File: src/sv/spt_pkg.sv
// Shared types and constants for the stereo point triangulation block
package spt_pkg;

    localparam int COORD_W_DEF   = 16;
    localparam int FRAC_BITS_DEF = 4;
    localparam int BASE_W        = 12;
    localparam int OUT_W         = 32;
    localparam int LANES         = 3;
    localparam int CFG_IDX_W     = 2;

    localparam int LANE_X = 0;
    localparam int LANE_Y = 1;
    localparam int LANE_Z = 2;

    localparam int RST_PRINCIPAL_X = 5120;
    localparam int RST_PRINCIPAL_Y = 3840;
    localparam int RST_FOCAL       = 8000;
    localparam int RST_BASELINE    = 60;

    typedef enum logic [CFG_IDX_W-1:0] {
        REG_PRINCIPAL_X,
        REG_PRINCIPAL_Y,
        REG_FOCAL,
        REG_BASELINE
    } t_reg_idx;

    typedef struct packed {
        logic             vld;
        logic             zero;
        logic [LANES-1:0] neg;
    } t_ctrl;

endpackage

File: src/sv/spt_front.sv
// Configuration registers, disparity and numerator products
module spt_front #(
    parameter int COORD_WIDTH = spt_pkg::COORD_W_DEF,
    parameter int FRAC_BITS   = spt_pkg::FRAC_BITS_DEF,
    parameter int NUMW        = COORD_WIDTH + spt_pkg::BASE_W + FRAC_BITS
) (
    input  logic                                       i_clk,
    input  logic                                       i_rst_n,
    input  logic                                       i_en,
    input  logic                                       i_valid,
    input  logic [COORD_WIDTH-1:0]                     i_left_x,
    input  logic [COORD_WIDTH-1:0]                     i_left_y,
    input  logic [COORD_WIDTH-1:0]                     i_right_x,
    input  logic                                       i_cfg_we,
    input  logic [spt_pkg::CFG_IDX_W-1:0]              i_cfg_index,
    input  logic [COORD_WIDTH-1:0]                     i_cfg_data,
    output spt_pkg::t_ctrl                             o_ctrl,
    output logic [COORD_WIDTH-1:0]                     o_den,
    output logic [spt_pkg::LANES-1:0][NUMW-1:0]        o_num
);

    localparam int PW = COORD_WIDTH + spt_pkg::BASE_W;

    logic [COORD_WIDTH-1:0]                r_px, r_py, r_focal;
    logic [spt_pkg::BASE_W-1:0]            r_base;
    spt_pkg::t_ctrl                        r_ctrl, n_ctrl;
    logic [COORD_WIDTH-1:0]                r_den, n_den;
    logic [spt_pkg::LANES-1:0][NUMW-1:0]   r_num, n_num;

    logic signed [COORD_WIDTH:0] d, dx, dy;
    logic [COORD_WIDTH-1:0]      mx, my;

    always_ff @(posedge i_clk) begin
        if (!i_rst_n) begin
            r_px    <= COORD_WIDTH'(spt_pkg::RST_PRINCIPAL_X);
            r_py    <= COORD_WIDTH'(spt_pkg::RST_PRINCIPAL_Y);
            r_focal <= COORD_WIDTH'(spt_pkg::RST_FOCAL);
            r_base  <= spt_pkg::BASE_W'(spt_pkg::RST_BASELINE);
        end else if (i_cfg_we) begin
            case (spt_pkg::t_reg_idx'(i_cfg_index))
                spt_pkg::REG_PRINCIPAL_X: r_px    <= i_cfg_data;
                spt_pkg::REG_PRINCIPAL_Y: r_py    <= i_cfg_data;
                spt_pkg::REG_FOCAL:       r_focal <= i_cfg_data;
                spt_pkg::REG_BASELINE:    r_base  <= i_cfg_data[spt_pkg::BASE_W-1:0];
                default: ;
            endcase
        end
    end

    always_comb begin
        d  = $signed({1'b0, i_left_x}) - $signed({1'b0, i_right_x});
        dx = $signed({1'b0, i_left_x}) - $signed({1'b0, r_px});
        dy = $signed({1'b0, r_py}) - $signed({1'b0, i_left_y});
        n_den = d[COORD_WIDTH] ? COORD_WIDTH'(-d) : d[COORD_WIDTH-1:0];
        mx    = dx[COORD_WIDTH] ? COORD_WIDTH'(-dx) : dx[COORD_WIDTH-1:0];
        my    = dy[COORD_WIDTH] ? COORD_WIDTH'(-dy) : dy[COORD_WIDTH-1:0];
        n_ctrl.vld  = i_valid;
        n_ctrl.zero = (d == '0);
        n_ctrl.neg[spt_pkg::LANE_X] = dx[COORD_WIDTH] ^ d[COORD_WIDTH];
        n_ctrl.neg[spt_pkg::LANE_Y] = dy[COORD_WIDTH] ^ d[COORD_WIDTH];
        n_ctrl.neg[spt_pkg::LANE_Z] = d[COORD_WIDTH];
        n_num[spt_pkg::LANE_X] = NUMW'(PW'(mx) * PW'(r_base)) << FRAC_BITS;
        n_num[spt_pkg::LANE_Y] = NUMW'(PW'(my) * PW'(r_base)) << FRAC_BITS;
        n_num[spt_pkg::LANE_Z] = NUMW'(PW'(r_focal) * PW'(r_base)) << FRAC_BITS;
    end

    always_ff @(posedge i_clk) begin
        if (!i_rst_n) begin
            r_ctrl <= '0;
        end else if (i_en) begin
            r_ctrl <= n_ctrl;
        end
    end

    always_ff @(posedge i_clk) begin
        if (i_en) begin
            r_den <= n_den;
            r_num <= n_num;
        end
    end

    assign o_ctrl = r_ctrl;
    assign o_den  = r_den;
    assign o_num  = r_num;

endmodule

File: config.mk
export PLATFORM = sky130hd
export DESIGN_NAME = spt_front
export DESIGN_NICKNAME = d
export VERILOG_FILES = /design/src/sv/spt_pkg.sv /design/src/sv/spt_front.sv
export SDC_FILE = /design/constraint.sdc
export NUM_CORES = 2
export LEC_CHECK = 0
export ABC_AREA = 1
export BUFFER_PORTS_ARGS = -buffer_cell sky130_fd_sc_hd__buf_2
export CORE_AREA = 2 2 249 251
export DETAILED_ROUTE_END_ITERATION = 6
export DIE_AREA = 0 0 251 253
export PLACE_DENSITY = 0.71
export RECOVER_POWER = 100
export SYNTH_ARGS = -nofsm -noshare
export SYNTH_HDL_FRONTEND = slang
export SYNTH_SLANG_ARGS = --single-unit
export TNS_END_PERCENT = 1
File: constraint.sdc
create_clock -name i_clk -period 6.75 [get_ports i_clk]
set_input_delay 0.675 -clock i_clk [delete_from_list [all_inputs] [get_ports i_clk]]
set_output_delay 0.675 -clock i_clk [all_outputs]
set_load 0.01 [all_outputs]
Word level (Yosys, flattened, before mapping)
Cells that the tools add are included.
{"block": "op_classes", "mux": 3, "multipliers": 3, "bitwise": 2, "n_div": 0, "n_reduce_logical": 6, "eq_ne": 3, "magnitude_cmp": 0, "shifts": 0, "add_sub_neg": 6}
{"cell": "$mul 16x12->28", "count": 3}
{"cell": "$sub 16x16->17", "count": 3}
{"cell": "$mux 16", "count": 3}
{"cell": "$neg 16->16", "count": 3}
{"cell": "$logic_not 17->1", "count": 1}
{"cell": "$reduce_and 2->1", "count": 4}
{"cell": "$eq 2x2->1 const B", "count": 2}
{"cell": "$eq 2x1->1 const B", "count": 1}
{"cell": "$logic_not 2->1", "count": 1}
{"cell": "$xor 1x1->1", "count": 2}
{"block": "totals", "n_memories": 0, "wordCells": 34, "reg_bits": 165, "rom_bits": 0, "latchBits": 0, "ramBits": 0, "in_bits": 71}

Depth between registers and ports, before layout
{"block": "depth", "depth_word": 4, "mapped_depth": 39, "depth_no_buf": 37}

Worst setup path after synthesis
Ideal clock, no wire load.
{"block": "synth_path", "path_type": "input -> register", "start": "in i_left_y[0]", "end": "reg r_num, in the netlist o_num[57] (data pin)", "t_required_ps": 6490, "arrival_ps": 6502, "setup_time_ps": 260, "stages": 35, "path_buffers": 2, "slack_ps": -12, "path_cell_list": "ha_1 > fa_1 > inv_1 > nand2_1 > nand2_2 > nand3_2 > nand2_2 > nand2_1 > nand2_1 > nand3_2 > nand2_4 > inv_4 > buf_6 > nand2_1 > xor2_1 > buf_2 > nand2_1 > fa_1 > fa_1 > fa_1 > inv_1 > fa_1 > inv_1 > fa_1 > inv_1 > ha_1 > a21oi_1 > inv_1 > a21oi_1 > o21ai_0 > a21oi_1 > o21ai_0 > nand2_1 > nand2_1 > xor2_1"}
{"element": "start, declared", "line_no": "spt_front.sv:12", "source": "input logic [COORD_WIDTH-1:0] i_left_y,"}
{"element": "end signal, assigned", "line_no": "spt_front.sv:78", "source": "r_num <= n_num;"}
{"element": "end, declared", "line_no": "spt_front.sv:28", "source": "logic [spt_pkg::LANES-1:0][NUMW-1:0] r_num, n_num;"}

==> flow_summary_export.csv <==
group,metric,value,unit
sta,report.final.setup_viol,0,
cts,cts-htree-levels,4,
floorplan,fp-row-count,91,
floorplan,die-width,251,µm
final_layout,fillerInstances,5776,
placement,hpwl,62.9,mm
drt,drt-total-wl,77.0,mm
yosys,syn-cell-area,27700,µm²
drt,wl_met1,33.2,mm
sta,unrepaired_setup_endpoints_after_global_routing,"true",
worst_setup_path,critical-path-top-delay-family,"adder cells",
worst_setup_path,crit-reg2reg-capture,"o_num[60]$_DFFE_PP_",
placement,count_of_buffers_from_port_buffering,175,
drt,drcViolationCount,0,
yosys,area_contributors_post_synth,"fa_1, nand2_1, ha_1",
yosys,yosysSeqAreaShare,0.156,
worst_setup_path,critical_path_arrival,6.84,ns
placement,place.detailed.instances,4759,
drt,wl_per_cell,16.0,µm
final_layout,layout.cells.non_filler,4814,
yosys,top_cell_type_by_total_area_after_synthesis,"fa_1",
worst_setup_path,startpoint_type,"flop",
cts,clk_path_buf_depth,2,
cts,worst_skew_pair.late_latency,0.50,ns
drt,wl_met3,5.38,mm
sta,post-route-min-period,6.60,ns
cts,cts-root-buf,"clkbuf_16",
worst_hold_path,hold_path.class,"input port to flop",
drt,first_iter_violations,1459,
cts,tritoncts.num_buffers,17,
drt,detailroute.via_count,24300,
global_routing,global_route_wire_length_before_repair,125,mm
sta,report.final.slew_viol_count,164,
global_routing,grtUsageTotal,0.248,
yosys,number_of_flops_mapped_to_enable_cells_by_yosys,100,
global_routing,initial_antenna_violation_count,8,
global_routing,grt_start_max_net_pins,62,
worst_setup_path,crit_path_max_fanout,6,
floorplan,die_y,253,µm
floorplan,floorplan.die_area,63500,µm²
yosys,synth_ff_type,"edfxtp_1",
yosys,yosys-top-cells-count,"nand2_1, inv_1, fa_1, nor2_1, ha_1",
worst_setup_path,timing.critical_path.buf_inv,7,
drt,wl_met2,35.9,mm
worst_hold_path,holdCritStartpoint,"i_valid",
floorplan,ios,188,
yosys,yosysUniqueCellTypes,55,
cts,numClockSinks,165,
worst_setup_path,worstRegToRegCells,29,
final_layout,postLayoutCellArea,33000,µm²
worst_setup_path,worst_path_most_repeated_cell,"fa_1",
global_routing,vias_in_the_first_global_route,24800,
worst_setup_path,timing_worst_setup_path_type,"flop to flop",
worst_setup_path,worst-r2r-setup-slack,0.15,ns
worst_setup_path,worst_setup_path_end_kind,"flop",
status,violated_checks,"max-capacitance violations, max-slew violations",
final_layout,layout-drive-gt1-share,0.166,
status,run_status,"finished, violations left",
drt,route.detailed.vias_per_inst,5.05,
cts,tritoncts,"built",
drt,drt-pass1-iter-count,6,
drt,ant_nets,0,
placement,dpl-instance-area,31800,µm²
worst_hold_path,hold_path_depth,3,
sta,fmax,152,MHz
floorplan,core_box_area,61000,µm²
sta,worst-slew-pin-transition,3.12,ns
worst_setup_path,worst_path_max_delay_cell,"fa_2",
sta,min_period_over_period,0.977,
drt,top_layer_used,"met5",
sta,maxSlewHeadroom,-1.08,
global_routing,globalRoute.totalOverflow,0,
sta,final_hold_viol_count,0,
worst_setup_path,crit-reg2reg-launch,"r_py[0]$_SDFFE_PN0P_",
yosys,avgSynthCellArea,7.83,µm²
final_layout,num-nets-final,4751,
sta,finalClockSkew,0.0199,ns
floorplan,initial_core_util,0.453,
yosys,synthMostInstantiatedCell,"nand2_1",
yosys,yosysWarnings,0,
cts,worst_path_clk_slew,0.09,ns
run,max_cap_violations,3,
worst_hold_path,min_delay_worst_endpoint,"o_ctrl[4]$_SDFFE_PN0P_",
worst_setup_path,critical-path-max-stage-delay,0.55,ns
worst_setup_path,critical_path.startpoint,"r_py[0]$_SDFFE_PN0P_",
yosys,synthArstFlopShare,0,
yosys,ys_seq_elements,165,
final_layout,areaGrowthSynthToFinish,19.5,%
yosys,netlist_instances,3532,
yosys,post-synth-top-area-fraction,0.306,
worst_setup_path,timing.critical_path.required,6.99,ns
placement,gp_congestion,0.937,
[registers in the layout, summed over array words and instances (netlist names)]
register and cells:
o_den 16, r_py 16, r_base 12, r_focal 16
o_num 84, r_px 16, o_ctrl 5
[repair_timing]
item,in CTS,in global routing
pin swaps,14,59
buffers inserted,3,17
hold buffers,0,0
endpoints found under the setup margin,14,32
gates resized for setup,23,137
[worst min-delay path: stages]
cell    delay (ns)
buf_2         0.07
nor2_1        0.03
nor2_1        0.08
[cells by family (layout without fill, tap and decap cells)]
group	Yosys count	count (layout)	synth area share
flip-flops	165	165	0.156
adder cells (fa/ha/maj)	672	672	0.419
other	1	15	0.000136
buffers and inverters	893	1371	0.124
AND/OR/NAND/NOR	1354	1354	0.201
AO/OA/AOI/OAI	351	351	0.0684
XOR/XNOR	96	96	0.0320
[cell type report]
type,count,area (µm²),area share
multi-input combinational,2485,20600,0.622
timing repair buffer,555,3640,0.110
clock buffer,17,425,0.0129
inverter,784,2960,0.0896
clock inverter,15,160,0.00485
antenna,3,7.51,0.000227
sequential,165,4310,0.130
tap,790,988,0.0299
[metal layers]
metal / track usage / vias up
met5: 0 / -
met4: 0.0825 / 12
met3: 0.0501 / 163
met2: 0.414 / 804
met1: 0.324 / 11700
li1: - / 11700
[worst max path at each step]
stage                               end  slack [ns]  cells after the start
floorplan           o_num[26]$_DFFE_PP_      -0.008                     30
global placement    o_num[31]$_DFFE_PP_       -0.55                     31
detailed placement  o_num[31]$_DFFE_PP_       -0.66                     29
CTS                 o_num[31]$_DFFE_PP_      -0.001                     31
global route        o_num[30]$_DFFE_PP_       -0.15                     31
finish              o_num[60]$_DFFE_PP_        0.15                     29
[metrics by stage]
step,utilization,setup WS (ns),setup TNS [ns],hold slack (ns)
after floorplan,-,-0.00847,-0.00847,0.433
after global placement,0.521,-0.550,-10.21,0.442
after detailed placement,0.521,-0.656,-12.56,0.449
after CTS,0.533,-0.00142,-0.00142,0.370
after global routing,0.541,-0.149,-1.68,0.399
final,0.541,0.153,0,0.392
[placed cells by master (no fill, tap or decap), types with 64 or more instances in the layout]
master,synthesis,final
o21ai_0,106,94
nor2_1,263,240
nand3_1,114,104
fa_1,423,416
buf_2,6,67
clkbuf_1,73,113
nand2_1,876,854
edfxtp_1,100,100
dfxtp_1,65,64
ha_1,249,233
buf_4,13,368
inv_1,759,755
a21oi_1,198,178
Power is left out: the tool's default activity adds up to more than one toggle a clock period on the data nets, which glitch-free logic cannot reach.
