### config.mk
export PLATFORM = sky130hd
export DESIGN_NAME = spt_back
export DESIGN_NICKNAME = d
export VERILOG_FILES = /design/src/sv/spt_pkg.sv /design/src/sv/spt_back.sv
export SDC_FILE = /design/constraint.sdc
export NUM_CORES = 1
export LEC_CHECK = 0
export ABC_AREA = 1
export BUFFER_PORTS_ARGS = -buffer_cell sky130_fd_sc_hd__buf_4
export CORE_AREA = 10 10 166 168
export DETAILED_ROUTE_END_ITERATION = 10
export DIE_AREA = 0 0 176 178
export PLACE_DENSITY_LB_ADDON = 0.25
export SETUP_SLACK_MARGIN = 0.15
export SLEW_MARGIN = 20
export SYNTH_ARGS = -nofsm -noshare
export SYNTH_HDL_FRONTEND = slang
export SYNTH_SLANG_ARGS = --single-unit
### constraint.sdc
create_clock -name i_clk -period 8.45 [get_ports i_clk]
set_input_delay 1.69 -clock i_clk [delete_from_list [all_inputs] [get_ports i_clk]]
set_output_delay 1.69 -clock i_clk [all_outputs]
set_load 0.01 [all_outputs]
### src/sv/spt_pkg.sv
// Shared types and constants for the stereo point triangulation block
package spt_pkg;

    localparam int COORD_W_DEF   = 16;
    localparam int FRAC_BITS_DEF = 4;
    localparam int BASE_W        = 12;
    localparam int OUT_W         = 32;
    localparam int LANES         = 3;
    localparam int CFG_IDX_W     = 2;

    localparam int LANE_X = 0;
    localparam int LANE_Y = 1;
    localparam int LANE_Z = 2;

    localparam int RST_PRINCIPAL_X = 5120;
    localparam int RST_PRINCIPAL_Y = 3840;
    localparam int RST_FOCAL       = 8000;
    localparam int RST_BASELINE    = 60;

    typedef enum logic [CFG_IDX_W-1:0] {
        REG_PRINCIPAL_X,
        REG_PRINCIPAL_Y,
        REG_FOCAL,
        REG_BASELINE
    } t_reg_idx;

    typedef struct packed {
        logic             vld;
        logic             zero;
        logic [LANES-1:0] neg;
    } t_ctrl;

endpackage

### src/sv/spt_back.sv
// Sign, saturation, output register and skid word
module spt_back #(
    parameter int NUMW = 32
) (
    input  logic                                i_clk,
    input  logic                                i_rst_n,
    input  spt_pkg::t_ctrl                      i_ctrl,
    input  logic [spt_pkg::LANES-1:0][NUMW-1:0] i_quo,
    input  logic                                i_stall,
    output logic                                o_en,
    output logic                                o_valid,
    output logic [spt_pkg::OUT_W-1:0]           o_pos_x,
    output logic [spt_pkg::OUT_W-1:0]           o_pos_y,
    output logic [spt_pkg::OUT_W-1:0]           o_pos_z,
    output logic                                o_zero_disparity,
    output logic                                o_saturated
);

    localparam int OW = spt_pkg::OUT_W;
    localparam int MW = ((NUMW > OW) ? NUMW : OW) + 1;
    localparam logic [MW-1:0] LIM_NEG = MW'({1'b1, {(OW-1){1'b0}}});
    localparam logic [MW-1:0] LIM_POS = LIM_NEG - MW'(1);
    localparam int WW = spt_pkg::LANES * OW + 2;

    logic [spt_pkg::LANES-1:0][OW-1:0] val;
    logic [spt_pkg::LANES-1:0]         clip;
    logic [MW-1:0]                     ext;
    logic [WW-1:0]                     word;
    logic                              r_out_vld, r_skid_full;
    logic [WW-1:0]                     r_out, r_skid;
    logic                              take;

    always_comb begin
        for (int k = 0; k < spt_pkg::LANES; k++) begin
            ext = MW'(i_quo[k]);
            clip[k] = 1'b0;
            if (i_ctrl.zero) begin
                val[k] = '0;
            end else if (i_ctrl.neg[k]) begin
                if (ext > LIM_NEG) begin
                    val[k]  = LIM_NEG[OW-1:0];
                    clip[k] = 1'b1;
                end else begin
                    val[k] = OW'(-ext);
                end
            end else if (ext > LIM_POS) begin
                val[k]  = LIM_POS[OW-1:0];
                clip[k] = 1'b1;
            end else begin
                val[k] = ext[OW-1:0];
            end
        end
        word = {val[spt_pkg::LANE_X], val[spt_pkg::LANE_Y], val[spt_pkg::LANE_Z],
                i_ctrl.zero, |clip};
    end

    assign take = r_out_vld && !i_stall;
    assign o_en = !r_skid_full;

    always_ff @(posedge i_clk) begin
        if (!i_rst_n) begin
            r_out_vld   <= 1'b0;
            r_skid_full <= 1'b0;
        end else if (r_skid_full) begin
            if (take) begin
                r_skid_full <= 1'b0;
            end
        end else if (!r_out_vld || take) begin
            r_out_vld <= i_ctrl.vld;
        end else if (i_ctrl.vld) begin
            r_skid_full <= 1'b1;
        end
    end

    always_ff @(posedge i_clk) begin
        if (r_skid_full) begin
            if (take) begin
                r_out <= r_skid;
            end
        end else if (!r_out_vld || take) begin
            r_out <= word;
        end else begin
            r_skid <= word;
        end
    end

    assign o_valid          = r_out_vld;
    assign o_pos_x          = r_out[WW-1 -: OW];
    assign o_pos_y          = r_out[WW-1-OW -: OW];
    assign o_pos_z          = r_out[WW-1-2*OW -: OW];
    assign o_zero_disparity = r_out[1];
    assign o_saturated      = r_out[0];

    a_skid_needs_out: assert property (@(posedge i_clk) disable iff (!i_rst_n)
        r_skid_full |-> r_out_vld) else $error("skid word held without output word");

    a_zero_clean: assert property (@(posedge i_clk) disable iff (!i_rst_n)
        (o_valid && o_zero_disparity) |-> (o_pos_x == '0 && o_pos_y == '0 &&
        o_pos_z == '0 && !o_saturated)) else $error("zero disparity word not clear");

    a_sat_limit: assert property (@(posedge i_clk) disable iff (!i_rst_n)
        (o_valid && o_saturated) |-> (o_pos_x == LIM_NEG[OW-1:0] ||
        o_pos_x == LIM_POS[OW-1:0] || o_pos_y == LIM_NEG[OW-1:0] ||
        o_pos_y == LIM_POS[OW-1:0] || o_pos_z == LIM_NEG[OW-1:0] ||
        o_pos_z == LIM_POS[OW-1:0])) else $error("saturated word has no limit value");

    a_skid_drain: assert property (@(posedge i_clk) disable iff (!i_rst_n)
        (r_skid_full && !i_stall) |=> !r_skid_full) else $error("skid word not drained");

endmodule

# ---- After elaboration in Yosys (flattened, before gate mapping)
# Index checks and enable logic that the tools add are counted.
dict set report word_totals {
  register_bits 198
  inputBits 104
  out_inout_bits 100
  elab_cells 57
}
dict set report classes {
  n_addsub 3
  magnitude_cmp 6
  n_eq_ne 1
  n_mux 31
  bitwise_logic 2
  reduce_logical 10
}
# op n
set op_table {}
lappend op_table {{$mux 32} 12}
lappend op_table {{$mux 98} 3}
lappend op_table {{$gt 32x31->1 const B} 3}
lappend op_table {{$gt 32x32->1 const B} 3}
lappend op_table {{$neg 32->32} 3}
lappend op_table {{$mux 1} 16}
lappend op_table {{$reduce_and 2->1} 3}
lappend op_table {{$logic_not 1->1} 3}
lappend op_table {{$reduce_or 3->1} 1}
lappend op_table {{$ne 2x1->1 const B} 1}
lappend op_table {{$not 1->1} 2}
lappend op_table {{$reduce_bool 2->1} 1}
lappend op_table {{$logic_and 1x1->1} 1}
lappend op_table {{$logic_or 1x1->1} 1}

# ---- Longest topological paths before layout
dict set report depth {
  word_depth 7
  mapped_depth 14
  depth_no_buf 13
}

# ---- Worst setup path before layout
# Ideal clock, no wire load.
dict set report synth_timing {
  path_type {in2reg}
  start {input port i_stall}
  end {register r_out[0], enable pin}
  setup_ns 0.557
  arrival_time_ns 5.905
  required_ns 7.893
  slack_ns 1.988
  stages 3
  path_buffers 0
  path_cell_list {nand2_1 > inv_1 > nor2_1}
}
dict set report synth_between {
  elab_chain_cells 5
  word_cells_on_any_way 6
  cone_classes {eq/ne: 1; reduce/logical: 5}
}
# element line_no
set synth_lines {}
lappend synth_lines {{start: declaration} spt_back.sv:9} ;# input logic i_stall,
lappend synth_lines {{$logic_not 1->1 (*)} spt_back.sv:57} ;# assign take = r_out_vld && !i_stall;
lappend synth_lines {{$logic_and 1x1->1 (*)} spt_back.sv:57}
lappend synth_lines {{$logic_or 1x1->1} spt_back.sv:80} ;# end else if (!r_out_vld || take) begin
lappend synth_lines {{$reduce_bool 2->1 (no line)} --}
lappend synth_lines {{$reduce_and 2->1 (no line) (*)} --}
lappend synth_lines {{end signal: assignment} spt_back.sv:78} ;# r_out <= r_skid;
lappend synth_lines {{end signal: assignment} spt_back.sv:81} ;# r_out <= word;
lappend synth_lines {{end: declaration} spt_back.sv:30} ;# logic [WW-1:0] r_out, r_skid;
# Mark *: on every way between the ends. The rest lies on a longest branch, timed or not.
# A chain may end at the register's enable or synchronous reset.

# ---- Final worst setup path
dict set report layout_timing {
  start {input port i_ctrl[3] (netlist bit)}
  end {register r_out[24] (data pin)}
}
dict set report layout_between {
  elab_chain_cells 3
}
# element line_no
set layout_lines {}
lappend layout_lines {{start: declaration} spt_back.sv:7} ;# input spt_pkg::t_ctrl i_ctrl,
lappend layout_lines {{$mux 32} spt_back.sv:37} ;# if (i_ctrl.zero) begin
lappend layout_lines {{$mux 98} spt_back.sv:80}
lappend layout_lines {{$mux 98} spt_back.sv:76} ;# if (r_skid_full) begin
# No other way between the ends. The select of a mux whose other input is x is not followed.

==> run_summary.xml <==
<?xml version="1.0" encoding="UTF-8"?>
<metrics>
  <group name="final_layout">
    <metric name="share_of_final_layout_standard_cells_stronger_than_drive_strength_1" unit="">0.168</metric>
    <metric name="fin_cells" unit="">2037</metric>
    <metric name="fin_area" unit="sq mm">0.0143</metric>
    <metric name="area.growth.synth_to_final" unit="%">19.7</metric>
    <metric name="antenna_cells_inserted" unit="">0</metric>
    <metric name="final_core_util" unit="">0.594</metric>
    <metric name="nNetsFinal" unit="">1807</metric>
  </group>
  <group name="synthesis">
    <metric name="synthTopCellsByCount" unit="">nand2_1 (462), edfxtp_1 (196), nor2_1 (194), nand3_1 (189), inv_1 (156)</metric>
    <metric name="combined_area_of_all_synthesized_cells" unit="sq mm">0.0120</metric>
    <metric name="ys.warnings.count" unit="">0</metric>
    <metric name="yosys_register_bits" unit="">198</metric>
    <metric name="synth.largest_area_cell" unit="">edfxtp_1</metric>
    <metric name="dominantRegCellSynth" unit="">edfxtp_1</metric>
    <metric name="synth_seq_area_share" unit="">0.495</metric>
    <metric name="postSynthCellCount" unit="">1529</metric>
    <metric name="synth_async_sr_flop_share" unit="">0</metric>
    <metric name="syn-num-nets" unit="">1636</metric>
    <metric name="synth_most_common_cell" unit="">nand2_1</metric>
    <metric name="synth_top_area_frac" unit="">0.492</metric>
    <metric name="syn_avg_cell_area" unit="sq um">7.83</metric>
    <metric name="yosys-top-cells-area" unit="">edfxtp_1 (49%), nand2_1 (14%), nand3_1 (7.9%), nor2_1 (6.1%), inv_1 (4.9%)</metric>
    <metric name="synth_edf_count" unit="">196</metric>
    <metric name="synth_cell_type_count" unit="">44</metric>
  </group>
  <group name="worst_setup_path">
    <metric name="crit_start" unit="">i_ctrl[3]</metric>
    <metric name="critical_path.cell_chain" unit="">buf_4 &gt; clkinv_1 &gt; nand2_2 &gt; clkinv_1 &gt; nand2_1 &gt; o21ai_0</metric>
    <metric name="critical_path.slowest_cell" unit="">nand2_2</metric>
    <metric name="crit_fanout" unit="">44</metric>
    <metric name="critPathMaxStageDelay" unit="ns">0.81</metric>
    <metric name="critical_path_class" unit="">primary input to flop</metric>
    <metric name="setup_crit_start_kind" unit="">primary input</metric>
    <metric name="r2r-start" unit="">r_skid_full</metric>
    <metric name="timing.critical_path.required" unit="ns">8.61</metric>
    <metric name="timing.reg2reg.setup_slack" unit="ns">6.12</metric>
    <metric name="cp_data_arrival_time" unit="ns">4.43</metric>
    <metric name="cp_common_cell" unit="">clkinv_1</metric>
    <metric name="worstSetupEndpointType" unit="">flop</metric>
  </group>
  <group name="timing">
    <metric name="report.final.setup_viol" unit="">0</metric>
    <metric name="period_needed" unit="ns">4.26</metric>
    <metric name="finClkSkew" unit="ns">0.0177</metric>
    <metric name="max_clock_freq" unit="GHz">0.234</metric>
    <metric name="worst_pin_slew" unit="ns">0.863</metric>
    <metric name="hold_violations" unit="">0</metric>
    <metric name="setup_total_negative_slack" unit="ns">0</metric>
    <metric name="slew_violations" unit="">0</metric>
    <metric name="min_period_over_period" unit="">0.505</metric>
    <metric name="rsz_0062_raised_after_global_routing" unit="">no</metric>
    <metric name="slew_headroom" unit="">0.424</metric>
  </group>
  <group name="route">
    <metric name="detailedRoute.firstPassIterationCount" unit="">5</metric>
    <metric name="met2RoutedLength" unit="mm">17.1</metric>
    <metric name="route.detailed.drc" unit="">0</metric>
    <metric name="dr_wl_met3" unit="mm">2.50</metric>
    <metric name="drtIter0Drc" unit="">1066</metric>
    <metric name="via_count" unit="">10802</metric>
    <metric name="post_drt_via_cell_ratio" unit="">5.30</metric>
    <metric name="avgRoutedWirePerCell" unit="um">17.7</metric>
    <metric name="ant_nets" unit="">0</metric>
    <metric name="detail_route.wirelength" unit="mm">36.0</metric>
    <metric name="met1_length" unit="mm">15.8</metric>
    <metric name="highest-signal-layer" unit="">met4</metric>
  </group>
  <group name="grt">
    <metric name="grt_util_all_layers" unit="">0.227</metric>
    <metric name="number_of_global_route_vias_before_repair" unit="">10452</metric>
    <metric name="global_route_wire_length_before_repair" unit="mm">56.9</metric>
    <metric name="grt_overflow" unit="">0</metric>
    <metric name="maximum_number_of_pins_on_one_net_before_global_route_repair" unit="">79</metric>
    <metric name="antenna_found_initial" unit="">0</metric>
  </group>
  <group name="clocking">
    <metric name="clk_pin_slew_worst_paths" unit="ns">0.08</metric>
    <metric name="clk_root_buffer_cell" unit="">clkbuf_16</metric>
    <metric name="clock_sinks" unit="">198</metric>
    <metric name="numCtsBuffers" unit="">17</metric>
    <metric name="cts_htree_levels" unit="">4</metric>
    <metric name="post_cts.repair.setup_buffers" unit="">0</metric>
    <metric name="clock_tree.buffer_depth" unit="">2</metric>
    <metric name="cts_tree" unit="">built</metric>
    <metric name="clock_insertion_delay_worst_skew" unit="ns">0.45</metric>
    <metric name="cts.hold.buffers_added" unit="">0</metric>
    <metric name="cts_repair_resize_count" unit="">0</metric>
  </group>
  <group name="place">
    <metric name="dp_hpwl" unit="mm">26.4</metric>
    <metric name="place_area" unit="sq mm">0.0137</metric>
    <metric name="numPortBuffers" unit="">203</metric>
    <metric name="numPlacedInstances" unit="">2005</metric>
    <metric name="place.gp.congestion" unit="">0.993</metric>
  </group>
  <group name="min_path">
    <metric name="hold_path_class" unit="">flop to flop</metric>
    <metric name="holdCritStartpoint" unit="">r_skid[65]</metric>
  </group>
  <group name="power">
    <metric name="power_density_cells" unit="mW/mm^2">176</metric>
    <metric name="ir_worst_vdd" unit="uV">128</metric>
    <metric name="p_leak" unit="nW">6.43</metric>
  </group>
  <group name="die">
    <metric name="core.rowCount" unit="">57</metric>
    <metric name="boundaryPins" unit="">204</metric>
    <metric name="start_util" unit="">0.496</metric>
    <metric name="die_w" unit="um">176</metric>
    <metric name="chipHeight" unit="um">178</metric>
    <metric name="core_box_area" unit="sq mm">0.0241</metric>
    <metric name="die_area" unit="sq mm">0.0313</metric>
  </group>
  <group name="job">
    <metric name="maxCapViolations" unit="">0</metric>
  </group>
  <group name="outcome">
    <metric name="status" unit="">complete, no violations</metric>
  </group>
</metrics>
-- metal layers --
layer / track usage / up-vias
li1: - / 5394
met1: 0.299 / 4973
met2: 0.374 / 397
met3: 0.0463 / 38
met4: 0.0646 / 0
met5: 0 / -
-- registers in the layout, indices dropped and copies added (netlist names) --
name / count
r_out: 98
r_skid: 98
o_valid: 1
r_skid_full: 1
-- power breakdown --
| part | leakage (nW) | total (mW) | switching, mW | internal, mW |
|---|---|---|---|---|
| combinational | 4.10 | 0.432 | 0.263 | 0.169 |
| clock | 0.308 | 0.882 | 0.425 | 0.457 |
| sequential | 2.02 | 1.20 | 0.0286 | 1.17 |
-- through the flow --
| stage | total power, mW | hold WS (ns) | setup slack (ns) |
|---|---|---|---|
| after CTS | 2.54 | 0.517 | 4.21 |
| final | 2.52 | 0.512 | 4.19 |
| after floorplan | 1.45 | 0.491 | 1.99 |
| after global routing | 2.63 | 0.541 | 3.92 |
| after detailed placement | 1.66 | 0.502 | 3.75 |
| after global placement | 1.65 | 0.499 | 3.79 |
-- final timing paths --
kind / to / depth (start not counted)
setup / recovery: r_out[24] / 6
setup reg to reg: r_skid[52] / 2
hold reg to reg: r_out[65] / 2
hold / removal: r_out[65] / 2
-- cell type report --
type / count / area (sq um)
Tap cell: 324 / 405
Clock buffer: 17 / 425
Multi-Input combinational cell: 1114 / 5180
Timing Repair Buffer: 209 / 1570
Fill cell: 2271 / 9780
Inverter: 160 / 603
Clock inverter: 15 / 206
Sequential cell: 198 / 5930
-- worst max-delay path: cells and delay by family --
| family | cells | cell delay, ns |
|---|---|---|
| AO/OA/AOI/OAI | 1 | 0.08 |
| buffers and inverters | 3 | 1.61 |
| AND/OR/NAND/NOR | 2 | 1.00 |
-- cells by family (layout without fill, tap and decap cells) --
group           count (synthesis)  in the layout  share of synthesized area
xor+xnor                       20             20                     0.0146
compound gates                140            140                     0.0684
simple gates                  951            951                      0.345
fa+ha+maj                       3              3                    0.00314
flops                         198            198                      0.495
buf+inv                       217            401                     0.0733
-- cells in the final DEF, fill, tap and decap left out, drive strengths merged --
cell and n:
a31oi 20, a21oi 35, nor3b 2, ha 3, nand4 24, nand3 194
buf 209, nand2 469, inv 166, xnor2 4, nor3 22, nor4 1
or2 3, o21bai 3, clkbuf 17, and2 14, xor2 16, a21boi 24
bufinv 2, dfxtp 2, nand3b 4, o21a 1, clkinv 7, o21ai 55
nor2 218, a21o 1, o22ai 1, edfxtp 196
No activity file was read; power rests on OpenSTA's default activity.
