File: src/sv/spt_pkg.sv
// Shared types and constants for the stereo point triangulation block
package spt_pkg;

    localparam int COORD_W_DEF   = 16;
    localparam int FRAC_BITS_DEF = 4;
    localparam int BASE_W        = 12;
    localparam int OUT_W         = 32;
    localparam int LANES         = 3;
    localparam int CFG_IDX_W     = 2;

    localparam int LANE_X = 0;
    localparam int LANE_Y = 1;
    localparam int LANE_Z = 2;

    localparam int RST_PRINCIPAL_X = 5120;
    localparam int RST_PRINCIPAL_Y = 3840;
    localparam int RST_FOCAL       = 8000;
    localparam int RST_BASELINE    = 60;

    typedef enum logic [CFG_IDX_W-1:0] {
        REG_PRINCIPAL_X,
        REG_PRINCIPAL_Y,
        REG_FOCAL,
        REG_BASELINE
    } t_reg_idx;

    typedef struct packed {
        logic             vld;
        logic             zero;
        logic [LANES-1:0] neg;
    } t_ctrl;

endpackage

File: src/sv/spt_cell.sv
// One restoring division cell: one quotient bit for each of the three lanes
module spt_cell #(
    parameter int COORD_WIDTH = spt_pkg::COORD_W_DEF,
    parameter int NUMW        = 32
) (
    input  logic                                       i_clk,
    input  logic                                       i_rst_n,
    input  logic                                       i_en,
    input  spt_pkg::t_ctrl                             i_ctrl,
    input  logic [COORD_WIDTH-1:0]                     i_den,
    input  logic [spt_pkg::LANES-1:0][NUMW-1:0]        i_num,
    input  logic [spt_pkg::LANES-1:0][COORD_WIDTH-1:0] i_rem,
    input  logic [spt_pkg::LANES-1:0][NUMW-1:0]        i_quo,
    output spt_pkg::t_ctrl                             o_ctrl,
    output logic [COORD_WIDTH-1:0]                     o_den,
    output logic [spt_pkg::LANES-1:0][NUMW-1:0]        o_num,
    output logic [spt_pkg::LANES-1:0][COORD_WIDTH-1:0] o_rem,
    output logic [spt_pkg::LANES-1:0][NUMW-1:0]        o_quo
);

    spt_pkg::t_ctrl                               r_ctrl;
    logic [COORD_WIDTH-1:0]                       r_den;
    logic [spt_pkg::LANES-1:0][NUMW-1:0]          r_num, n_num;
    logic [spt_pkg::LANES-1:0][COORD_WIDTH-1:0]   r_rem, n_rem;
    logic [spt_pkg::LANES-1:0][NUMW-1:0]          r_quo, n_quo;
    logic [spt_pkg::LANES-1:0][COORD_WIDTH:0]     tmp, dif;
    logic [spt_pkg::LANES-1:0]                    ge;

    always_comb begin
        for (int k = 0; k < spt_pkg::LANES; k++) begin
            tmp[k]   = {i_rem[k], i_num[k][NUMW-1]};
            ge[k]    = tmp[k] >= {1'b0, i_den};
            dif[k]   = tmp[k] - {1'b0, i_den};
            n_rem[k] = ge[k] ? dif[k][COORD_WIDTH-1:0] : tmp[k][COORD_WIDTH-1:0];
            n_num[k] = i_num[k] << 1;
            n_quo[k] = {i_quo[k][NUMW-2:0], ge[k]};
        end
    end

    always_ff @(posedge i_clk) begin
        if (!i_rst_n) begin
            r_ctrl <= '0;
        end else if (i_en) begin
            r_ctrl <= i_ctrl;
        end
    end

    always_ff @(posedge i_clk) begin
        if (i_en) begin
            r_den <= i_den;
            r_num <= n_num;
            r_rem <= n_rem;
            r_quo <= n_quo;
        end
    end

    assign o_ctrl = r_ctrl;
    assign o_den  = r_den;
    assign o_num  = r_num;
    assign o_rem  = r_rem;
    assign o_quo  = r_quo;

endmodule

File: config.mk
export PLATFORM = sky130hd
export DESIGN_NAME = spt_cell
export DESIGN_NICKNAME = d
export VERILOG_FILES = /design/src/sv/spt_pkg.sv /design/src/sv/spt_cell.sv
export SDC_FILE = /design/constraint.sdc
export NUM_CORES = 1
export LEC_CHECK = 0
export BUFFER_PORTS_ARGS = -buffer_cell sky130_fd_sc_hd__buf_2
export CAP_MARGIN = 20
export CORE_AREA = 2 2 204 206
export DETAILED_ROUTE_END_ITERATION = 7
export DIE_AREA = 0 0 206 208
export PLACE_DENSITY_LB_ADDON = 0.25
export SLEW_MARGIN = 20
export SYNTH_ARGS = -nofsm -noshare
export SYNTH_HDL_FRONTEND = slang
export SYNTH_SLANG_ARGS = --single-unit
File: constraint.sdc
create_clock -name i_clk -period 3.9 [get_ports i_clk]
set_input_delay 0.78 -clock i_clk [delete_from_list [all_inputs] [get_ports i_clk]]
set_output_delay 0.78 -clock i_clk [all_outputs]
set_load 0.01 [all_outputs]
# Yosys cells after proc, flatten, opt, wreduce, memory -nomap -nowiden
# Index checks and enable logic that the tools add are counted.
# totals
input_bits,264
reg_bits,258
# classes
n_lt_le_gt_ge,3
n_mux,3
add_sub_neg,3
# ops
operator,n
$ge A17 B16 Y1,3
$mux W16,3
$sub A16 B16 Y16,3

# Depth between registers and ports, before layout
# Gate-level depths: netlist of the first run.
# depth
ltp_word,2
depth_mapped,12
ltp_nobuf,10

# Least setup slack after synthesis of the first run
# Ideal clock, no wire load.
# synth_path
path_kind,input to register
startpoint,input i_num[31] (netlist bit)
endpoint,register r_rem (netlist bit o_rem[12]) (data pin)
setup_time_ns,0.260
cell_stages,10
setup_slack_ns,0.972
arrival_time_ns,2.668
cell_sequence,inv_1 > ha_1 > fa_1 > nor2b_1 > o31a_1 > o21ai_1 > o21ai_0 > mux2i_1 > xor2_1 > mux2_4
# synth_rtl
element,line_no,source
start: declaration,spt_cell.sv:11,"input logic [spt_pkg::LANES-1:0][NUMW-1:0] i_num,"
end signal: assignment,spt_cell.sv:52,r_rem <= n_rem;
end: declaration,spt_cell.sv:24,"logic [spt_pkg::LANES-1:0][COORD_WIDTH-1:0] r_rem, n_rem;"

==> key figures, run 1 <==
Run status
  – Status: finished clean

STA
  – Post-route setup TNS: 0 ps
  – Hold Fails Final Rpt: 0
  – Worst-margin pin slew: 803 ps
  – Worst setup margin: 1080 ps
  – FMAX: 355 MHz
  – RSZ-0062 raised after global routing: no
  – Slew HR: 0.465
  – Worst-case clock skew: 0 ps
  – Fin crit share: 0.723
  – Max Slew Vio Count: 0
  – # setup viols final: 0
  – Tmin final: 2820 ps

Final layout
  – Commonest non-fill, non-tap cell in the layout: buf_2
  – Reg area: 0.00770 mm²
  – Layout fillers: 3997
  – Ratio of cells with drive above 1 in the final layout: 0.489
  – Footprint of the multi-input gates: 0.00293 mm²
  – Non-filler instance count after layout: 1805
  – Area growth syn-to-layout: 40.7%
  – Most frequent cells in the layout: 517 x buf_2, 253 x edfxtp_1, 48 x ha_1
  – Post-route cell area: 0.0152 mm²
  – Final nets: 1557

Global route
  – Initial antenna violation count: 24
  – Largest net degree at the start of global routing: 93
  – Remaining global-route overflow: 0
  – Vias in the first global route: 7973
  – Global Route Usage Sum: 0.177
  – First-pass GRT wire length: 55.0 mm

Logic synthesis
  – Post-Synth XOR/XNOR Area: 0.0259
  – Synth Area in Simple Gates: 0.0522
  – Seq/Total Area, Yosys: 0.711
  – FFs w/ async S/R, synth: 0
  – Cells after Synth: 685
  – Synth Warn #: 0
  – Synth Area in Compound Gates: 0.0855
  – Multiplexer share of the synthesized area: 0.0442
  – Top FF cell, synth: edfxtp_1
  – Synth Area in Adders: 0.0610
  – Largest family of logic cells by synthesized area: compound AO/OA/AOI/OAI gates
  – Synthesized area per cell: 15.8 µm²
  – Flops & latches, synth: 258
  – Mapped cell area: 0.0108 mm²
  – Synth cell types: 60
  – EDFF count, synth: 253

Placement
  – DPL Wire Length: 32.4 mm
  – # port buffers: 518
  – Inst Count DP: 1742
  – Gpl congestion: 0.854
  – Setup slack at placement: 209 ps
  – Area of placed instances: 0.0142 mm²

Clocking
  – Hold buffer count at CTS: 0
  – CTS Buf Count: 30
  – Clk sinks: 258
  – Clk root buf: clkbuf_16
  – Bufs on Longest Clock Path: 3
  – Clock latency at the later pin of the worst-skew pair: 550 ps
  – CTS clk-pin slew, worst paths: 60 ps
  – Htree depth: 1
  – TritonCTS clock tree: yes
  – Post-CTS setup buffer count: 0
  – Post-cts sizing count: 0

Critical path
  – Slowest CP cell: fa_1
  – Critical path depth: 10
  – Critical Path Start Type: primary input
  – Worst Setup SP: i_den[0]
  – Reg-to-reg endpoint: o_ctrl[0]
  – Reg2Reg Depth: 2
  – Worst Setup EP: o_rem[12]
  – CP bufs+invs: 1
  – Top delay family on crit path: compound AO/OA/AOI/OAI gates
  – Largest fanout on the critical path: 4
  – Setup Crit Path Kind: in -> reg
  – Worst r2r src: o_ctrl[0]
  – Flop2flop setup slack: 3230 ps
  – Data arrival, critical path: 3130 ps
  – Critical Path RT: 4200 ps
  – Critical path's largest stage delay: 410 ps
  – Worst path cell trace: buf_2 > ha_1 > fa_1 > nor2b_1 > o31a_1 > o21ai_1 > o21ai_0 > mux2i_1 > xor2_1 > mux2_4
  – Element type at the critical path end: register

Die
  – Die area: 0.0428 mm²
  – Starting Density: 0.267
  – I/O pin count: 525
  – Core area: 0.0406 mm²
  – Die H: 208 µm
  – Die width: 206 µm
  – Row count: 74

Route
  – Post-route ant nets: 0
  – Via-to-Cell Ratio: 4.49
  – DR DRC count: 0
  – Wire length per cell: 22.3 µm
  – DR vias: 8102
  – 1st-iter DRT viols: 475
  – TritonRoute pass-1 iters: 5
  – Routed wire length: 40.3 mm

Pwr
  – Peak VDD IR: 0.000283 V
  – Sw frac: 0.252
  – Switching Power: 1920 µW
  – Clock share of power: 0.387
  – Lkg Pwr: 0.00664 µW
  – Flop pwr share: 0.450
  – Pwr Density: 499 mW/mm²
  – Combinational share of power: 0.163
  – Overall Power: 7600 µW
  – Internal power: 5680 µW

Flow run
  – Max cap viols: 0

Worst hold path
  – Worst hold path class: in -> reg
[area by class of cell]
class                           instances  share of cell area
Tap cell                              532              0.0437
Antenna cell                            9             0.00148
Timing Repair Buffer                  536               0.181
Clock inverter                         12              0.0113
Inverter                               33             0.00813
Sequential cell                       258               0.505
Clock buffer                           42              0.0563
Multi-Input combinational cell        383               0.192
[state kept, by name, summed over array words and instances (netlist names)]
register	count
o_rem	48
o_ctrl	5
o_quo	96
o_den	16
o_num	93
[kinds of logic after synthesis]
kind of cell / count (synthesis)
AND/OR/NAND/NOR: 113
buffers and inverters: 46
multiplexers: 40
AO/OA/AOI/OAI: 144
other: 1
flip-flops: 258
adder cells (fa/ha/maj): 51
XOR/XNOR: 32
[through the flow]
stage               hold WS, ps   util
finish                      393  0.376
global route                351  0.375
CTS                         339  0.375
detailed placement          507  0.349
global placement            495  0.349
floorplan                   539      -
[cell usage after synthesis, drive strengths merged (4+ instances only)]
library cell,number,area (µm²)
inv,33,124
ha,48,601
nor2b,13,88.8
o21bai,5,37.5
mux2,26,338
xnor2,20,175
xor2,12,105
nand3,7,35.0
nand2b,7,43.8
o31a,5,43.8
a211oi,4,30.0
edfxtp,253,7600
nand2,41,161
a21o,10,75.1
or3,4,25.0
dfxtp,5,100
mux2i,14,140
nand4,7,43.8
buf,10,78.8
nor2,20,77.6
a21oi,32,164
o21a,12,90.1
o21ai,47,243
and3,5,31.3
[worst min-delay path by stage]
stage          startpoint   endpoint  slack, ps  cells after the start
3_5_place_dp    o_ctrl[3]  o_ctrl[3]        510                      2
4_1_cts         i_num[77]  o_num[78]        340                      1
2_1_floorplan   o_ctrl[0]  o_ctrl[0]        540                      2
6_report        i_quo[75]  o_quo[76]        390                      1
3_3_place_gp    o_ctrl[2]  o_ctrl[2]        500                      2
5_1_grt         i_num[14]  o_num[15]        350                      1
[routing by layer]
layer / up-vias / GRT usage / part of all wire
met5: - / 0.00115 / 0.0051
met4: 32 / 0.0648 / 0.037
met3: 94 / 0.0774 / 0.11
met2: 366 / 0.305 / 0.48
li1: 3753 / - / -
met1: 3857 / 0.192 / 0.36
[power groups by stage]
stage                     sequential [µW]  clock, µW  combinational [µW]
after floorplan                      3620          0                 467
after global placement               3470          0                1250
after detailed placement             3470          0                1260
after CTS                            3420       3040                1260
after global routing                 3440       3130                1350
final                                3420       2940                1240
Power figures use the tool's default switching activity.
==> inputs of run 2 (changes only) <==
CORE_AREA = 2 2 207 209   (was 2 2 204 206)
DIE_AREA = 0 0 209 211   (was 0 0 206 208)
clock period = 2.4 ns   (was 3.9 ns; I/O delays follow)
==> run 2 against run 1 <==
Against the previous run: clock power increased by 65%; clock skew unchanged; first-iteration DRC count decreased by 6.7%; worst setup slack got worse by 980 ps; sequential share of layout area decreased by 3.5 points; combinational power increased by 88%; die area increased by 2.9%; clock-buffer cell count decreased by 10; via count increased by 5.6%; routed wire length increased by 5.2%.
==> key figures, run 2 (synthesized netlist as in run 1, its figures left out) <==
Pwr
  – Sw frac: 0.258 (+0.00556)
  – Internal power: 9460 µW (+66%)
  – Lkg Pwr: 0.00732 µW (+10%)
  – Switching Power: 3290 µW (+71%)
  – Peak VDD IR: 0.000493 V (+74%)
  – Flop pwr share: 0.436 (-0.014)
  – Clock share of power: 0.381 (-0.006)
  – Combinational share of power: 0.183 (+0.020)
  – Pwr Density: 779 mW/mm² (+56%)

STA
  – Post-route setup TNS: 0 ps (unchanged)
  – RSZ-0062 raised after global routing: no
  – Worst-margin pin slew: 552 ps (-251 ps)
  – Hold Fails Final Rpt: 0 (unchanged)
  – Slew HR: 0.632 (+0.167)
  – FMAX: 435 MHz
  – Max Slew Vio Count: 0 (unchanged)
  – Tmin final: 2300 ps
  – Fin crit share: 0.957
  – # setup viols final: 0 (unchanged)
  – Worst-case clock skew: 0 ps (unchanged)
  – Worst setup margin: 103 ps (-976 ps)

Final layout
  – Ratio of cells with drive above 1 in the final layout: 0.545 (+0.0559)
  – Non-filler instance count after layout: 1947 (+7.9%)
  – Area growth syn-to-layout: 51.0%
  – Commonest non-fill, non-tap cell in the layout: buf_2
  – Footprint of the multi-input gates: 0.00297 mm² (+1.3%)
  – Final nets: 1696 (+8.9%)
  – Most frequent cells in the layout: 517 x buf_2, 253 x edfxtp_1, 153 x buf_4
  – Reg area: 0.00770 mm² (unchanged)
  – Max FFs per register: 96 (unchanged)
  – Post-route cell area: 0.0163 mm² (+7.3%)
  – Layout fillers: 4042 (+1.1%)

Clocking
  – Clk sinks: 258 (unchanged)
  – CTS clk-pin slew, worst paths: 60 ps (about the same)
  – Bufs on Longest Clock Path: 3 (unchanged)
  – Post-cts sizing count: 0 (unchanged)
  – CTS Buf Count: 31 (+3.3%)
  – Clock latency at the later pin of the worst-skew pair: 560 ps (about the same)
  – Post-CTS setup buffer count: 0 (unchanged)
  – Htree depth: 1 (unchanged)
  – Clk root buf: clkbuf_16
  – TritonCTS clock tree: yes
  – Hold buffer count at CTS: 0 (unchanged)

Global route
  – Vias in the first global route: 8596 (+7.8%)
  – Global Route Usage Sum: 0.185 (+0.00814)
  – First-pass GRT wire length: 59.0 mm (+7.3%)
  – Largest net degree at the start of global routing: 60 (-35%)
  – Remaining global-route overflow: 0 (unchanged)
  – Initial antenna violation count: 27 (+13%)

Die
  – Starting Density: 0.259 (-0.00770)
  – Die width: 209 µm (+1.5%)
  – Die H: 211 µm (+1.4%)
  – Core area: 0.0418 mm² (+3.0%)
  – Row count: 75 (+1.4%)
  – I/O pin count: 525 (unchanged)
  – Die area: 0.0441 mm² (+2.9%)

Critical path
  – Flop2flop setup slack: 1790 ps (-1440 ps)
  – Critical Path RT: 2700 ps (-1500 ps)
  – Worst path most repeated cell: o31a_1
  – Largest fanout on the critical path: 16 (+12)
  – Setup Crit Path Kind: in -> reg
  – Critical path's largest stage delay: 370 ps (-40 ps)
  – Data arrival, critical path: 2600 ps (-530 ps)
  – Element type at the critical path end: register
  – Slowest CP cell: mux2_2
  – Critical Path Start Type: primary input
  – Worst path cell trace: buf_2 > inv_1 > buf_4 > ha_4 > o21a_1 > o31a_1 > o31a_1 > nor2_2 > a211o_2 > nand2_4 > mux2_2

Placement
  – DPL Wire Length: 34.9 mm (+8.0%)
  – Setup slack at placement: -455 ps (-663 ps)
  – Area of placed instances: 0.0153 mm² (+7.9%)
  – Inst Count DP: 1887 (+8.3%)
  – # port buffers: 518 (unchanged)
  – Gpl congestion: 0.890 (+4.3%)

Route
  – TritonRoute pass-1 iters: 4 (-1)
  – Routed wire length: 42.4 mm (+5.2%)
  – Wire length per cell: 21.8 µm (-2.4%)
  – Post-route ant nets: 0 (unchanged)
  – DR DRC count: 0 (unchanged)
  – 1st-iter DRT viols: 443 (-6.7%)
  – DR vias: 8553 (+5.6%)
  – Via-to-Cell Ratio: 4.39 (-2.1%)

Run status
  – Status: finished clean

Worst hold path
  – Worst hold path class: in -> reg

Flow run
  – Max cap viols: 0 (unchanged)
run 2: cell count changes in the layout (fill, tap and decap cells not counted), sizes merged, moves of 2 or more:
cell | previous run | this run
clkbuf | 42 | 32
clkinv | 5 | 10
diode | 9 | 4
buf | 536 | 674
inv | 35 | 39
clkinvlp | 1 | 3
run 2: final timing paths:
check	from	end	cells after the start
setup / recovery	i_den[2]	o_rem[24]	11
hold / removal	i_num[90]	o_num[91]	1
setup reg to reg	o_ctrl[4]	o_ctrl[4]	2
hold reg to reg	o_ctrl[1]	o_ctrl[1]	2
run 2: layout make-up:
| class | count | share of cell area |
|---|---|---|
| flip-flops and latches | 258 | 0.471 |
| repair buffers | 674 | 0.233 |
| multi-input cells | 383 | 0.182 |
| clock buffers | 32 | 0.0477 |
| well taps | 539 | 0.0413 |
| clock inverters | 24 | 0.0166 |
| inverters | 33 | 0.00834 |
| diodes | 4 | 0.000612 |
run 2: power by group through the flow:
stage	Sequential (µW)	Combinational, µW	Clock (µW)
2_1_floorplan	5890	770	0
3_3_place_gp	5650	2350	0
3_5_place_dp	5650	2370	0
4_1_cts	5570	2380	4990
5_1_grt	5600	2530	5170
6_report	5560	2330	4860
run 2: critical path, delay by kind of cell:
family	cells	cell delay, ps
AOI/OAI and AO/OA	4	850
adders and majority gates	1	270
buffers and inverters	3	340
muxes	1	370
and+or+nand+nor	2	280
run 2: routing by layer:
| layer | share of wire | wire [µm] | GRT usage |
|---|---|---|---|
| met4 | 0.023 | 956 | 0.0429 |
| met2 | 0.51 | 21400 | 0.332 |
| met3 | 0.097 | 4120 | 0.0770 |
| met1 | 0.37 | 15600 | 0.204 |
| met5 | 0.0055 | 231 | 0 |
run 2: through the flow:
step | util | total power, µW | hold WS [ps]
finish | 0.391 | 12700 | 90.7
global route | 0.391 | 13300 | 54.3
CTS | 0.391 | 12900 | 50.5
detailed placement | 0.366 | 8020 | 506
global placement | 0.366 | 8000 | 495
floorplan | - | 6660 | 539
